===== config.mk =====
export PLATFORM = sky130hd
export DESIGN_NAME = modbus_holding_register_server
export DESIGN_NICKNAME = d
export VERILOG_FILES = /design/src/rtl/core/mhr_pkg.sv /design/src/rtl/core/mhr_regfile.sv /design/src/rtl/core/mhr_front.sv /design/src/rtl/core/mhr_cmd_queue.sv /design/src/rtl/core/mhr_back.sv /design/src/rtl/core/modbus_holding_register_server.sv
export SDC_FILE = /design/constraint.sdc
export NUM_CORES = 1
export LEC_CHECK = 0
export BUFFER_PORTS_ARGS = -buffer_cell sky130_fd_sc_hd__buf_2
export CORE_MARGIN = 2
export CORE_UTILIZATION = 66
export CTS_BUF_LIST = sky130_fd_sc_hd__clkbuf_4 sky130_fd_sc_hd__clkbuf_8
export CTS_CLUSTER_SIZE = 12
export DETAILED_ROUTE_END_ITERATION = 6
export PLACE_DENSITY = 0.83
export SLEW_MARGIN = 10
export SYNTH_ARGS = -nofsm -noshare
export SYNTH_HDL_FRONTEND = slang
export SYNTH_HIERARCHICAL = 1
export SYNTH_SLANG_ARGS = --single-unit

===== constraint.sdc =====
create_clock -name clk -period 10.9 [get_ports clk]
set_input_delay 3.27 -clock clk [delete_from_list [all_inputs] [get_ports clk]]
set_output_delay 3.27 -clock clk [all_outputs]
set_load 0.01 [all_outputs]

===== src/rtl/core/mhr_pkg.sv =====
package mhr_pkg;

    localparam int NUM_REGS       = 5;
    localparam int MAX_READ_COUNT = 31;
    localparam int NOTIFY_ADDR    = 3;
    localparam int REG_IDX_W      = (NUM_REGS > 1) ? $clog2(NUM_REGS) : 1;
    localparam int CQ_DEPTH       = 2;
    localparam int CQ_PTR_W       = (CQ_DEPTH > 1) ? $clog2(CQ_DEPTH) : 1;
    localparam int CQ_CNT_W       = $clog2(CQ_DEPTH + 1);
    localparam int RESP_IDX_W     = $clog2(2 * MAX_READ_COUNT + 2);

    localparam logic [7:0] FN_READ   = 8'h03;
    localparam logic [7:0] FN_WRITE1 = 8'h06;
    localparam logic [7:0] FN_WRITEN = 8'h10;
    localparam logic [7:0] EXC_CODE  = 8'h83;
    localparam logic [7:0] EXC_FUNC  = 8'h01;
    localparam logic [7:0] EXC_ADDR  = 8'h02;
    localparam logic [7:0] EXC_COUNT = 8'h03;

    localparam logic [15:0] UNMAPPED_VALUE = 16'hFFFF;
    localparam logic [15:0] OFFSET_MAX     = 16'hFFFF;

    typedef struct packed {
        logic                 en;
        logic [REG_IDX_W-1:0] idx;
        logic [15:0]          data;
    } reg_wr_t;

    typedef struct packed {
        logic        is_clear;
        logic [7:0]  func;
        logic [15:0] start_addr;
        logic [15:0] reg_count;
        logic        write_error;
        logic [14:0] done;
    } cmd_t;

    function automatic logic addr_mapped(logic [15:0] a);
        return (a >= 16'd1) && (a <= 16'(NUM_REGS));
    endfunction

    function automatic logic [REG_IDX_W-1:0] reg_index(logic [15:0] a);
        logic [15:0] d;
        d = a - 16'd1;
        return d[REG_IDX_W-1:0];
    endfunction

endpackage


===== src/rtl/core/mhr_regfile.sv =====
module mhr_regfile
    import mhr_pkg::*;
(
    input  logic                 clk,
    input  logic                 rst_n,
    input  reg_wr_t              wr,
    input  logic                 notify_clr,
    input  logic [REG_IDX_W-1:0] rd_idx,
    output logic [15:0]          rd_data,
    output logic                 notify
);

    localparam logic NOTIFY_MAPPED = (NOTIFY_ADDR <= NUM_REGS);

    logic [15:0] regs_reg [NUM_REGS];
    logic        notify_reg;
    logic        notify_hit;

    assign notify_hit = NOTIFY_MAPPED && wr.en &&
                        (wr.idx == REG_IDX_W'(NOTIFY_ADDR - 1));
    assign rd_data    = (rd_idx <= REG_IDX_W'(NUM_REGS - 1)) ? regs_reg[rd_idx] : '0;
    assign notify     = notify_reg;

    always_ff @(posedge clk or negedge rst_n)
    begin
        if (!rst_n)
        begin
            for (int r = 0; r < NUM_REGS; r++)
            begin
                regs_reg[r] <= '0;
            end
            notify_reg <= 1'b0;
        end
        else
        begin
            if (wr.en)
            begin
                regs_reg[wr.idx] <= wr.data;
            end
            if (notify_hit)
            begin
                notify_reg <= 1'b1;
            end
            else if (notify_clr)
            begin
                notify_reg <= 1'b0;
            end
        end
    end

endmodule


===== src/rtl/core/mhr_front.sv =====
module mhr_front
    import mhr_pkg::*;
(
    input  logic       clk,
    input  logic       rst_n,
    input  logic       push,
    input  logic       mode,
    input  logic [7:0] frame_byte,
    input  logic       frame_last,
    input  logic       busy,
    input  logic       cq_full,
    output logic       full,
    output logic       cmd_push,
    output cmd_t       cmd,
    output reg_wr_t    reg_wr
);

    logic [15:0] off_reg, off_next;
    logic [7:0]  func_reg, func_next;
    logic [15:0] start_reg, start_next;
    logic [15:0] count_reg, count_next;
    logic [7:0]  hold_reg, hold_next;
    logic        werr_reg, werr_next;

    logic        accept;
    logic [14:0] widx;
    logic [15:0] waddr;

    assign full   = cq_full || (busy && (off_reg >= 16'd13));
    assign accept = push && !full;
    assign widx   = off_reg[15:1] - 15'd7;
    assign waddr  = start_reg + {1'b0, widx};

    always_comb
    begin
        off_next   = off_reg;
        func_next  = func_reg;
        start_next = start_reg;
        count_next = count_reg;
        hold_next  = hold_reg;
        werr_next  = werr_reg;
        cmd_push   = 1'b0;
        cmd        = '0;
        reg_wr     = '0;
        if (accept)
        begin
            if (mode)
            begin
                cmd_push     = 1'b1;
                cmd.is_clear = 1'b1;
            end
            else
            begin
                if (off_reg != OFFSET_MAX)
                begin
                    priority if (off_reg == 16'd7)
                    begin
                        func_next = frame_byte;
                    end
                    else if (off_reg == 16'd8)
                    begin
                        start_next[15:8] = frame_byte;
                    end
                    else if (off_reg == 16'd9)
                    begin
                        start_next[7:0] = frame_byte;
                    end
                    else if (off_reg == 16'd10)
                    begin
                        count_next[15:8] = frame_byte;
                    end
                    else if (off_reg == 16'd11)
                    begin
                        count_next[7:0] = frame_byte;
                    end
                    else if ((off_reg >= 16'd13) && off_reg[0])
                    begin
                        hold_next = frame_byte;
                    end
                    else if (off_reg >= 16'd14)
                    begin
                        if ((func_reg == FN_WRITEN) && !werr_reg &&
                            ({1'b0, widx} < count_reg))
                        begin
                            if (addr_mapped(waddr))
                            begin
                                reg_wr.en   = 1'b1;
                                reg_wr.idx  = reg_index(waddr);
                                reg_wr.data = {hold_reg, frame_byte};
                            end
                            else
                            begin
                                werr_next = 1'b1;
                            end
                        end
                    end
                    else
                    begin
                        hold_next = hold_reg;
                    end
                    off_next = off_reg + 16'd1;
                end
                if (frame_last)
                begin
                    cmd_push        = 1'b1;
                    cmd.func        = func_next;
                    cmd.start_addr  = start_next;
                    cmd.reg_count   = count_next;
                    cmd.write_error = werr_next;
                    if (off_next >= 16'd15)
                    begin
                        cmd.done = 15'((off_next - 16'd13) >> 1);
                    end
                    off_next   = '0;
                    func_next  = '0;
                    start_next = '0;
                    count_next = '0;
                    hold_next  = '0;
                    werr_next  = 1'b0;
                end
            end
        end
    end

    always_ff @(posedge clk or negedge rst_n)
    begin
        if (!rst_n)
        begin
            off_reg   <= '0;
            func_reg  <= '0;
            start_reg <= '0;
            count_reg <= '0;
            hold_reg  <= '0;
            werr_reg  <= 1'b0;
        end
        else
        begin
            off_reg   <= off_next;
            func_reg  <= func_next;
            start_reg <= start_next;
            count_reg <= count_next;
            hold_reg  <= hold_next;
            werr_reg  <= werr_next;
        end
    end

endmodule


===== src/rtl/core/mhr_cmd_queue.sv =====
module mhr_cmd_queue
    import mhr_pkg::*;
(
    input  logic clk,
    input  logic rst_n,
    input  logic push,
    input  cmd_t din,
    output logic full,
    input  logic pop,
    output cmd_t dout,
    output logic empty
);

    cmd_t                entries_reg [CQ_DEPTH];
    logic [CQ_PTR_W-1:0] wr_ptr_reg;
    logic [CQ_PTR_W-1:0] rd_ptr_reg;
    logic [CQ_CNT_W-1:0] count_reg;
    logic                do_push;
    logic                do_pop;

    assign full    = (count_reg == CQ_CNT_W'(CQ_DEPTH));
    assign empty   = (count_reg == '0);
    assign dout    = entries_reg[rd_ptr_reg];
    assign do_push = push && !full;
    assign do_pop  = pop && !empty;

    always_ff @(posedge clk or negedge rst_n)
    begin
        if (!rst_n)
        begin
            wr_ptr_reg <= '0;
            rd_ptr_reg <= '0;
            count_reg  <= '0;
        end
        else
        begin
            if (do_push)
            begin
                entries_reg[wr_ptr_reg] <= din;
                wr_ptr_reg <= (wr_ptr_reg == CQ_PTR_W'(CQ_DEPTH - 1)) ? '0 :
                              wr_ptr_reg + CQ_PTR_W'(1);
            end
            if (do_pop)
            begin
                rd_ptr_reg <= (rd_ptr_reg == CQ_PTR_W'(CQ_DEPTH - 1)) ? '0 :
                              rd_ptr_reg + CQ_PTR_W'(1);
            end
            if (do_push && !do_pop)
            begin
                count_reg <= count_reg + CQ_CNT_W'(1);
            end
            else if (do_pop && !do_push)
            begin
                count_reg <= count_reg - CQ_CNT_W'(1);
            end
        end
    end

endmodule


===== src/rtl/core/mhr_back.sv =====
module mhr_back
    import mhr_pkg::*;
(
    input  logic                 clk,
    input  logic                 rst_n,
    input  logic                 cmd_valid,
    input  cmd_t                 cmd,
    output logic                 cmd_pop,
    output reg_wr_t              reg_wr,
    output logic                 notify_clr,
    output logic [REG_IDX_W-1:0] rd_idx,
    input  logic [15:0]          rd_data,
    input  logic                 notify,
    output logic                 busy,
    output logic                 empty,
    input  logic                 pop,
    output logic [7:0]           resp_byte,
    output logic                 resp_last,
    output logic                 write_notify
);

    typedef enum logic [1:0] {ST_IDLE, ST_CHECK, ST_EMIT} state_t;
    typedef enum logic [1:0] {RK_EXC, RK_ECHO, RK_READ} kind_t;

    typedef struct packed {
        logic [7:0] data;
        logic       last;
        logic       notify;
    } out_item_t;

    state_t                state_reg;
    kind_t                 kind_reg;
    logic [7:0]            code_reg;
    logic [15:0]           start_reg;
    logic [15:0]           count_reg;
    logic [15:0]           addr_reg;
    logic [RESP_IDX_W-1:0] k_reg;
    logic [RESP_IDX_W-1:0] last_k_reg;
    logic [15:0]           chk_s_reg;
    logic [15:0]           chk_l_reg;
    logic                  chk_err_reg;

    out_item_t             oq_reg [2];
    logic                  oq_wr_reg;
    logic                  oq_rd_reg;
    logic [1:0]            oq_cnt_reg;

    logic                  oq_full;
    logic                  produce;
    logic                  oq_pop;
    logic                  chk_fail;
    logic [15:0]           rd_value;
    logic [7:0]            byte_sel;
    out_item_t             item;

    assign busy     = (state_reg != ST_IDLE);
    assign cmd_pop  = (state_reg == ST_IDLE) && cmd_valid;
    assign notify_clr = cmd_pop && cmd.is_clear;
    assign rd_idx   = reg_index(addr_reg);
    assign rd_value = addr_mapped(addr_reg) ? rd_data : UNMAPPED_VALUE;
    assign chk_fail = chk_err_reg ||
                      ((chk_l_reg != '0) && ((chk_s_reg == '0) ||
                       (({1'b0, chk_l_reg} + {1'b0, chk_s_reg}) > 17'(NUM_REGS + 1))));

    assign oq_full  = (oq_cnt_reg == 2'd2);
    assign empty    = (oq_cnt_reg == 2'd0);
    assign oq_pop   = pop && !empty;
    assign produce  = (state_reg == ST_EMIT) && !oq_full;
    assign resp_byte    = oq_reg[oq_rd_reg].data;
    assign resp_last    = oq_reg[oq_rd_reg].last;
    assign write_notify = oq_reg[oq_rd_reg].notify;

    always_comb
    begin
        reg_wr = '0;
        if (cmd_pop && !cmd.is_clear && (cmd.func == FN_WRITE1) &&
            addr_mapped(cmd.start_addr))
        begin
            reg_wr.en   = 1'b1;
            reg_wr.idx  = reg_index(cmd.start_addr);
            reg_wr.data = cmd.reg_count;
        end
    end

    always_comb
    begin
        byte_sel = '0;
        unique case (kind_reg)
            RK_EXC:
            begin
                byte_sel = (k_reg == '0) ? EXC_CODE : code_reg;
            end
            RK_ECHO:
            begin
                priority if (k_reg == RESP_IDX_W'(0))
                begin
                    byte_sel = code_reg;
                end
                else if (k_reg == RESP_IDX_W'(1))
                begin
                    byte_sel = start_reg[15:8];
                end
                else if (k_reg == RESP_IDX_W'(2))
                begin
                    byte_sel = start_reg[7:0];
                end
                else if (k_reg == RESP_IDX_W'(3))
                begin
                    byte_sel = count_reg[15:8];
                end
                else
                begin
                    byte_sel = count_reg[7:0];
                end
            end
            RK_READ:
            begin
                priority if (k_reg == RESP_IDX_W'(0))
                begin
                    byte_sel = FN_READ;
                end
                else if (k_reg == RESP_IDX_W'(1))
                begin
                    byte_sel = {count_reg[6:0], 1'b0};
                end
                else if (k_reg[0])
                begin
                    byte_sel = rd_value[7:0];
                end
                else
                begin
                    byte_sel = rd_value[15:8];
                end
            end
            default:
            begin
                byte_sel = '0;
            end
        endcase
    end

    assign item = '{data: byte_sel, last: (k_reg == last_k_reg), notify: notify};

    always_ff @(posedge clk or negedge rst_n)
    begin
        if (!rst_n)
        begin
            state_reg   <= ST_IDLE;
            kind_reg    <= RK_EXC;
            code_reg    <= '0;
            start_reg   <= '0;
            count_reg   <= '0;
            addr_reg    <= '0;
            k_reg       <= '0;
            last_k_reg  <= '0;
            chk_s_reg   <= '0;
            chk_l_reg   <= '0;
            chk_err_reg <= 1'b0;
        end
        else
        begin
            unique case (state_reg)
                ST_IDLE:
                begin
                    if (cmd_pop && !cmd.is_clear)
                    begin
                        start_reg <= cmd.start_addr;
                        count_reg <= cmd.reg_count;
                        addr_reg  <= cmd.start_addr;
                        k_reg     <= '0;
                        state_reg <= ST_EMIT;
                        priority if (cmd.func == FN_READ)
                        begin
                            if (cmd.reg_count > 16'(MAX_READ_COUNT))
                            begin
                                kind_reg   <= RK_EXC;
                                code_reg   <= EXC_COUNT;
                                last_k_reg <= RESP_IDX_W'(1);
                            end
                            else
                            begin
                                kind_reg   <= RK_READ;
                                code_reg   <= FN_READ;
                                last_k_reg <= RESP_IDX_W'({cmd.reg_count, 1'b1});
                            end
                        end
                        else if (cmd.func == FN_WRITE1)
                        begin
                            if (addr_mapped(cmd.start_addr))
                            begin
                                kind_reg   <= RK_ECHO;
                                code_reg   <= FN_WRITE1;
                                last_k_reg <= RESP_IDX_W'(4);
                            end
                            else
                            begin
                                kind_reg   <= RK_EXC;
                                code_reg   <= EXC_ADDR;
                                last_k_reg <= RESP_IDX_W'(1);
                            end
                        end
                        else if (cmd.func == FN_WRITEN)
                        begin
                            chk_s_reg   <= cmd.start_addr + {1'b0, cmd.done};
                            chk_l_reg   <= (cmd.reg_count > {1'b0, cmd.done}) ?
                                           cmd.reg_count - {1'b0, cmd.done} : '0;
                            chk_err_reg <= cmd.write_error;
                            state_reg   <= ST_CHECK;
                        end
                        else
                        begin
                            kind_reg   <= RK_EXC;
                            code_reg   <= EXC_FUNC;
                            last_k_reg <= RESP_IDX_W'(1);
                        end
                    end
                end
                ST_CHECK:
                begin
                    state_reg <= ST_EMIT;
                    if (chk_fail)
                    begin
                        kind_reg   <= RK_EXC;
                        code_reg   <= EXC_ADDR;
                        last_k_reg <= RESP_IDX_W'(1);
                    end
                    else
                    begin
                        kind_reg   <= RK_ECHO;
                        code_reg   <= FN_WRITEN;
                        last_k_reg <= RESP_IDX_W'(4);
                    end
                end
                ST_EMIT:
                begin
                    if (produce)
                    begin
                        k_reg <= k_reg + RESP_IDX_W'(1);
                        if ((kind_reg == RK_READ) && (k_reg >= RESP_IDX_W'(2)) && k_reg[0])
                        begin
                            addr_reg <= addr_reg + 16'd1;
                        end
                        if (k_reg == last_k_reg)
                        begin
                            state_reg <= ST_IDLE;
                        end
                    end
                end
                default:
                begin
                    state_reg <= ST_IDLE;
                end
            endcase
        end
    end

    always_ff @(posedge clk or negedge rst_n)
    begin
        if (!rst_n)
        begin
            oq_wr_reg  <= 1'b0;
            oq_rd_reg  <= 1'b0;
            oq_cnt_reg <= 2'd0;
        end
        else
        begin
            if (produce)
            begin
                oq_reg[oq_wr_reg] <= item;
                oq_wr_reg <= !oq_wr_reg;
            end
            if (oq_pop)
            begin
                oq_rd_reg <= !oq_rd_reg;
            end
            if (produce && !oq_pop)
            begin
                oq_cnt_reg <= oq_cnt_reg + 2'd1;
            end
            else if (oq_pop && !produce)
            begin
                oq_cnt_reg <= oq_cnt_reg - 2'd1;
            end
        end
    end

endmodule


===== src/rtl/core/modbus_holding_register_server.sv =====
// Modbus TCP holding-register server. Request frames enter one byte per transaction; header
// bytes 0-6 are only counted, and at the frame's last byte the response from offset 7 on is
// produced, one byte per result transaction, with resp_last on its final byte. Header and
// field bytes are taken one per cycle even while the previous response drains, as long as the
// two-entry command queue between front and back has room for frame ends and notify clears;
// from byte 13 of a frame on (where multi-register writes land) full holds while the back end
// still produces an earlier response or a command is queued. With the back end idle, a frame's
// last byte is queued as a command, the back end takes it (a multi-register write first checks
// its remaining address range in one step) and the output queue registers the response bytes
// one per cycle, up to 64 bytes for a 31-register read, limited by the pop rate.
module modbus_holding_register_server
    import mhr_pkg::*;
(
    input  logic       clk,
    input  logic       rst_n,
    input  logic       push,
    output logic       full,
    input  logic       mode,
    input  logic [7:0] frame_byte,
    input  logic       frame_last,
    output logic       empty,
    input  logic       pop,
    output logic [7:0] resp_byte,
    output logic       resp_last,
    output logic       write_notify
);

    cmd_t                 fe_cmd;
    cmd_t                 cq_dout;
    logic                 fe_cmd_push;
    logic                 cq_full;
    logic                 cq_empty;
    logic                 be_cmd_pop;
    logic                 be_busy;
    logic                 busy;
    reg_wr_t              fe_wr;
    reg_wr_t              be_wr;
    reg_wr_t              rf_wr;
    logic                 notify_clr;
    logic [REG_IDX_W-1:0] rd_idx;
    logic [15:0]          rd_data;
    logic                 notify;

    assign busy  = be_busy || !cq_empty;
    assign rf_wr = fe_wr.en ? fe_wr : be_wr;

    mhr_front u_front (
        .clk        (clk),
        .rst_n      (rst_n),
        .push       (push),
        .mode       (mode),
        .frame_byte (frame_byte),
        .frame_last (frame_last),
        .busy       (busy),
        .cq_full    (cq_full),
        .full       (full),
        .cmd_push   (fe_cmd_push),
        .cmd        (fe_cmd),
        .reg_wr     (fe_wr)
    );

    mhr_cmd_queue u_cmd_queue (
        .clk   (clk),
        .rst_n (rst_n),
        .push  (fe_cmd_push),
        .din   (fe_cmd),
        .full  (cq_full),
        .pop   (be_cmd_pop),
        .dout  (cq_dout),
        .empty (cq_empty)
    );

    mhr_back u_back (
        .clk          (clk),
        .rst_n        (rst_n),
        .cmd_valid    (!cq_empty),
        .cmd          (cq_dout),
        .cmd_pop      (be_cmd_pop),
        .reg_wr       (be_wr),
        .notify_clr   (notify_clr),
        .rd_idx       (rd_idx),
        .rd_data      (rd_data),
        .notify       (notify),
        .busy         (be_busy),
        .empty        (empty),
        .pop          (pop),
        .resp_byte    (resp_byte),
        .resp_last    (resp_last),
        .write_notify (write_notify)
    );

    mhr_regfile u_regfile (
        .clk        (clk),
        .rst_n      (rst_n),
        .wr         (rf_wr),
        .notify_clr (notify_clr),
        .rd_idx     (rd_idx),
        .rd_data    (rd_data),
        .notify     (notify)
    );

endmodule


### Word level (Yosys, flattened, before mapping)

Memory sizes are Yosys's and may differ from the RTL's.
Cells that the tools add are included.

| storage, ports and cells | value |
|---|---|
| bits in registers | 259 |
| latch bits | 0 |
| bits in writable memories | 134 |
| ROM bits | 0 |
| input port bits | 14 |
| output and inout port bits | 12 |
| logic and storage cells | 300 |
| memories kept | 2 |

Memory list:

| memory | words | width | read ports | clocked after memory_dff | write ports | line | RTL |
|---|---|---|---|---|---|---|---|
| u_cmd_queue.entries_reg | 2 | 57 | 1 | 0 | 1 | mhr_cmd_queue.sv:14 | `cmd_t entries_reg [CQ_DEPTH];` |
| u_back.oq_reg | 2 | 10 | 1 | 0 | 1 | mhr_back.sv:43 | `out_item_t oq_reg [2];` |

| operators by class | value |
|---|---|
| add/sub/neg operators | 18 |
| multipliers | 0 |
| div/mod/pow operators | 0 |
| magnitude comparators | 18 |
| equal/unequal tests | 31 |
| shift operators | 0 |
| muxes and demuxes | 129 |
| bitwise operators | 5 |
| reduce and logical (&&, ||, !) cells | 68 |

Operators with widths:

| cell | number |
|---|---|
| $mux 16 | 21 |
| $mux 20 | 14 |
| $mux 8 | 29 |
| $mux 56 | 2 |
| $bwmux 80 | 1 |
| $eq 16x4->1 const B | 4 |
| $mux 57 | 1 |
| $bmux 16 s3 | 1 |
| $demux 16 s3 | 1 |
| $ge 16x1->1 const B | 3 |
| $ge 16x4->1 const B | 3 |
| $le 16x3->1 const B | 3 |
| $mux 6 | 7 |
| $add 16x1->16 const B | 2 |
| $add 16x15->16 | 2 |
| $pmux 16 s2 | 1 |
| $mux 2 | 15 |
| $logic_and 1x1->1 | 28 |
| $mux 1 | 25 |
| $pmux 6 s2 | 2 |
| $pmux 8 s3 | 1 |
| $add 16x16->17 | 1 |
| $gt 17x3->1 const B | 1 |
| $eq 16x3->1 const B | 1 |
| 48 further kinds | 100 |

### Longest topological paths before layout

| depth | value |
|---|---|
| depth in word-level cells | 23 |
| gate-level depth with buffers | 21 |
| depth with buffers taken out | 18 |

### Cells and area by module

Netlist, hierarchy kept.

Modules (own cells, without submodules):

| module | times used | cells each | area an instance (µm²) | sequential area each (µm²) |
|---|---|---|---|---|
| mhr_back | 1 | 994 | 8,837.2 | 3,228.1 |
| mhr_front | 1 | 712 | 5,806.8 | 1,626.6 |
| mhr_cmd_queue | 1 | 196 | 4,389.2 | 3,523.4 |
| mhr_regfile | 1 | 253 | 3,724.8 | 2,026.9 |
| modbus_holding_register_server | 1 | 24 | 324.1 | 0.0 |

### Worst setup path before layout

No wires, ideal clock.

| timing path | value |
|---|---|
| kind | input-to-reg |
| start | in push |
| end | mem u_cmd_queue/entries_reg[0][0] in the netlist's numbering (enable) |
| data arrival time | 7,965 ps |
| data required time | 10,346 ps |
| setup slack | 2,382 ps |
| stages on the path | 5 |
| path buffers | 0 |
| path through | inv_1 a211o_1 nor2_1 nand2_1 nor3b_1 |

| on the way | value |
|---|---|
| cells in the longest elaborated chain, start to end | 6 |

Ends and longest elaborated chain:

| element | line | RTL |
|---|---|---|
| from (decl) | modbus_holding_register_server.sv:16 | `input logic push,` |
| $logic_and 1x1->1 | mhr_front.sv:30 | `assign accept = push && !full;` |
| $mux 1 | mhr_front.sv:45 | `if (accept)` |
| named net fe_cmd_push | modbus_holding_register_server.sv:30 | `logic fe_cmd_push;` |
| $logic_and 1x1->1 | mhr_cmd_queue.sv:24 | `assign do_push = push && !full;` |
| $mux 1 | mhr_cmd_queue.sv:37 | `if (do_push)` |
| $logic_and 1x1->1 (not written as such) | mhr_cmd_queue.sv:39 | `entries_reg[wr_ptr_reg] <= din;` |
| $mux 1 (not written as such) | mhr_cmd_queue.sv:39 |  |
| to (decl) | mhr_cmd_queue.sv:14 |  |

The timed path passes the listed nets, and every way through them passes these cells.

==> qor.yml <==
end_kind: "flip-flop"
syn2layout_area_growth_pct: 7.67
grt_pass1_wl_um: 93900
tns_ns: 0
synth_seq_cells: 389
drtIter0Drc: 1614
drv_cap: 0
synth_seq_area_share_pct: 45.1
synthSimpleGateAreaFrac_pct: 15.1
leakagePower_uw: 0.0108
wl_per_cell_um: 22.5
coreArea_mm2: 0.0345
cp_data_arrival_time_ns: 7.16
min_period_ns: 6.65
antenna_found_initial: 0
drcViolationCount: 0
initial_utilization_pct: 67.0
final_layout_size_suffix_gt1_share_pct: 19.5
grt_pass1_vias: 17000
drv_slew: 0
fin_crit_sh_pct: 61.0
post_cts_buffers: 0
synth_area_mm2: 0.0231
placedInstanceArea_mm2: 0.0234
p_per_area_mw_per_mm2: 231
yosysUniqueCellTypes: 97
largest_reg_flops: 114
cts_made_buffers: 66
vias_per_cell: 6.55
diodes: 0
ys_async_sr_fraction_pct: 65.6
final_net_count: 2302
rsz0062_at_grt: "false"
dp_worst_setup_slack_ns: 3.65
place.gp.congestion: 0.958
synth-edff-count: 134
setup_ws_ns: 4.25
clk_path_buf_depth: 3
cts_resized: 0
antenna_left: 0
slew_headroom_pct: 22.2
synth_mux_area_share_pct: 13.7
crit_type: "in -> reg"
overflow: 0
synth_top_family_by_area: "simple AND/OR/NAND/NOR gates"
whs_path_depth: 0
status: "finished clean"
clock-skew-final_ns: 0.0210
syn_avg_cell_area_um2: 10.6
yosys.area_share.xor_xnor_pct: 3.04
vias: 17700
grt_max_degree: 157
postCtsHoldBufs: 0
tightest_slew_ns: 1.17
syn_nets: 2295
clk-insertion-delay-late_ns: 0.63
dieWidth_um: 191
synth_fa_ha_area_share_pct: 5.66
grt_usage_pct: 33.6
htree_num_levels: 3
die_h_um: 191
path_clk_slew_ns: 0.06
synthCells: 2179
vdd_drop_max_v: 0.000237
reg2reg_depth: 16
clock_sinks: 389
dp.cells: 2573
post-route-util_pct: 72.1
ios: 26
cts_tree: "done"
synth_compound_area_share_pct: 13.8
hp-class: "reg -> reg"
hpwl_um: 42600
first_pass_iters: 6
start_kind: "primary input"
instances_no_fill: 2694
ys.flop_type: "dfrtp_1"
cts-root-buf: "clkbuf_8"
timing.fmax_mhz: 150
rows: 68
cp.required_ns: 11.41
port_buffers: 25
ys_warn_count: 6
fin_area_mm2: 0.0249
die_area_mm2: 0.0365
drt_wl_total_um: 60600
finalSetupViolCount: 0
critPathMaxFanout: 40
finalHoldViolCount: 0
[final cells by class]
cell class	instances	area, µm²
Clock buffer	103	1240
Sequential cell	389	10400
Fill cell	2396	9610
Clock inverter	18	173
Timing Repair Buffer	43	283
Tap cell	455	569
Multi-Input combinational cell	1603	11900
Inverter	83	312
[per-stage QoR]
step / total power [µW] / hold WS, ns
floorplan: 3630 / 0.442
global placement: 4240 / 0.470
detailed placement: 4300 / 0.470
CTS: 5700 / 0.481
global route: 6040 / 0.498
finish: 5730 / 0.482
[Yosys cell counts, drive strengths merged, types with 30 or more instances]
library cell  instances  area, µm²
clkbuf               52        195
a22o                 58        508
inv                  82        308
nor4                 30        221
dfrtp               255       6380
nand2               174        653
nor2                189        709
mux2                222       2650
edfxtp              134       4020
xnor2                41        359
ha                   98       1230
o21ai               113        566
a21oi               121        606
xor2                 39        342
nand3                49        245
buf                  52        339
mux2i                51        510
and2                 46        288
[path summary, 6_finish.rpt]
path                                          end          startpoint  slack (ns)
max                        u_regfile/regs_reg[39]                push        4.25
min                           u_back/oq_reg[1][0]    u_regfile/notify        0.48
max reg2reg                u_regfile/regs_reg[39]  u_front/off_reg[2]        4.40
min reg2reg                   u_back/oq_reg[1][0]    u_regfile/notify        0.48
max in group asynchronous  u_regfile/regs_reg[64]               rst_n        7.04
min in group asynchronous     u_back/chk_s_reg[9]               rst_n        2.58
[where the power goes]
part / switching (µW) / internal [µW]
logic: 1450 / 937
clock network: 592 / 799
registers: 213 / 1750
[critical path, cell delays in order]
cell and delay [ns]:
buf_2 0.10, inv_1 0.04, a211o_1 0.29, or2_0 0.50, or2_4 0.40, a311oi_4 0.20
buf_4 0.47, mux2_4 0.37, nand2b_4 0.18, nor3b_4 0.89, mux2_2 0.43
[layout by cell type, fill, tap and decap left out, drive strengths merged, types with 15 or more instances in the layout]
cell,n
nand2,174
mux2,222
nor4,30
clkbuf,103
a21o,27
nor2b,23
nor3,29
nor2,189
ha,98
edfxtp,134
nand2b,15
xnor2,41
a21oi,121
buf,43
or2,16
a221o,16
nand3,49
nand4,26
inv,85
and2,46
o21ai,113
mux2i,51
nor3b,15
xor2,39
and3,18
a22o,58
dfrtp,255
[metal layers]
metal | up-vias | GRT usage, % | share of wire [%]
met5 | - | 0 | 0
met4 | 0 | 16.7 | 4.3
li1 | 8038 | - | -
met2 | 813 | 53.3 | 47
met1 | 8632 | 44.1 | 41
met3 | 169 | 6.87 | 8.5
[kinds of logic (layout without fill, tap and decap cells)]
kind of cell,count (synthesis),in the layout
DFF,389,389
adders and majority gates,102,102
and+or+nand+nor,678,678
xor gates and xnor gates,80,80
muxes,273,273
AOI/OAI and AO/OA,470,470
buffers and inverters,187,247
No activity file was read; power rests on OpenSTA's default activity.
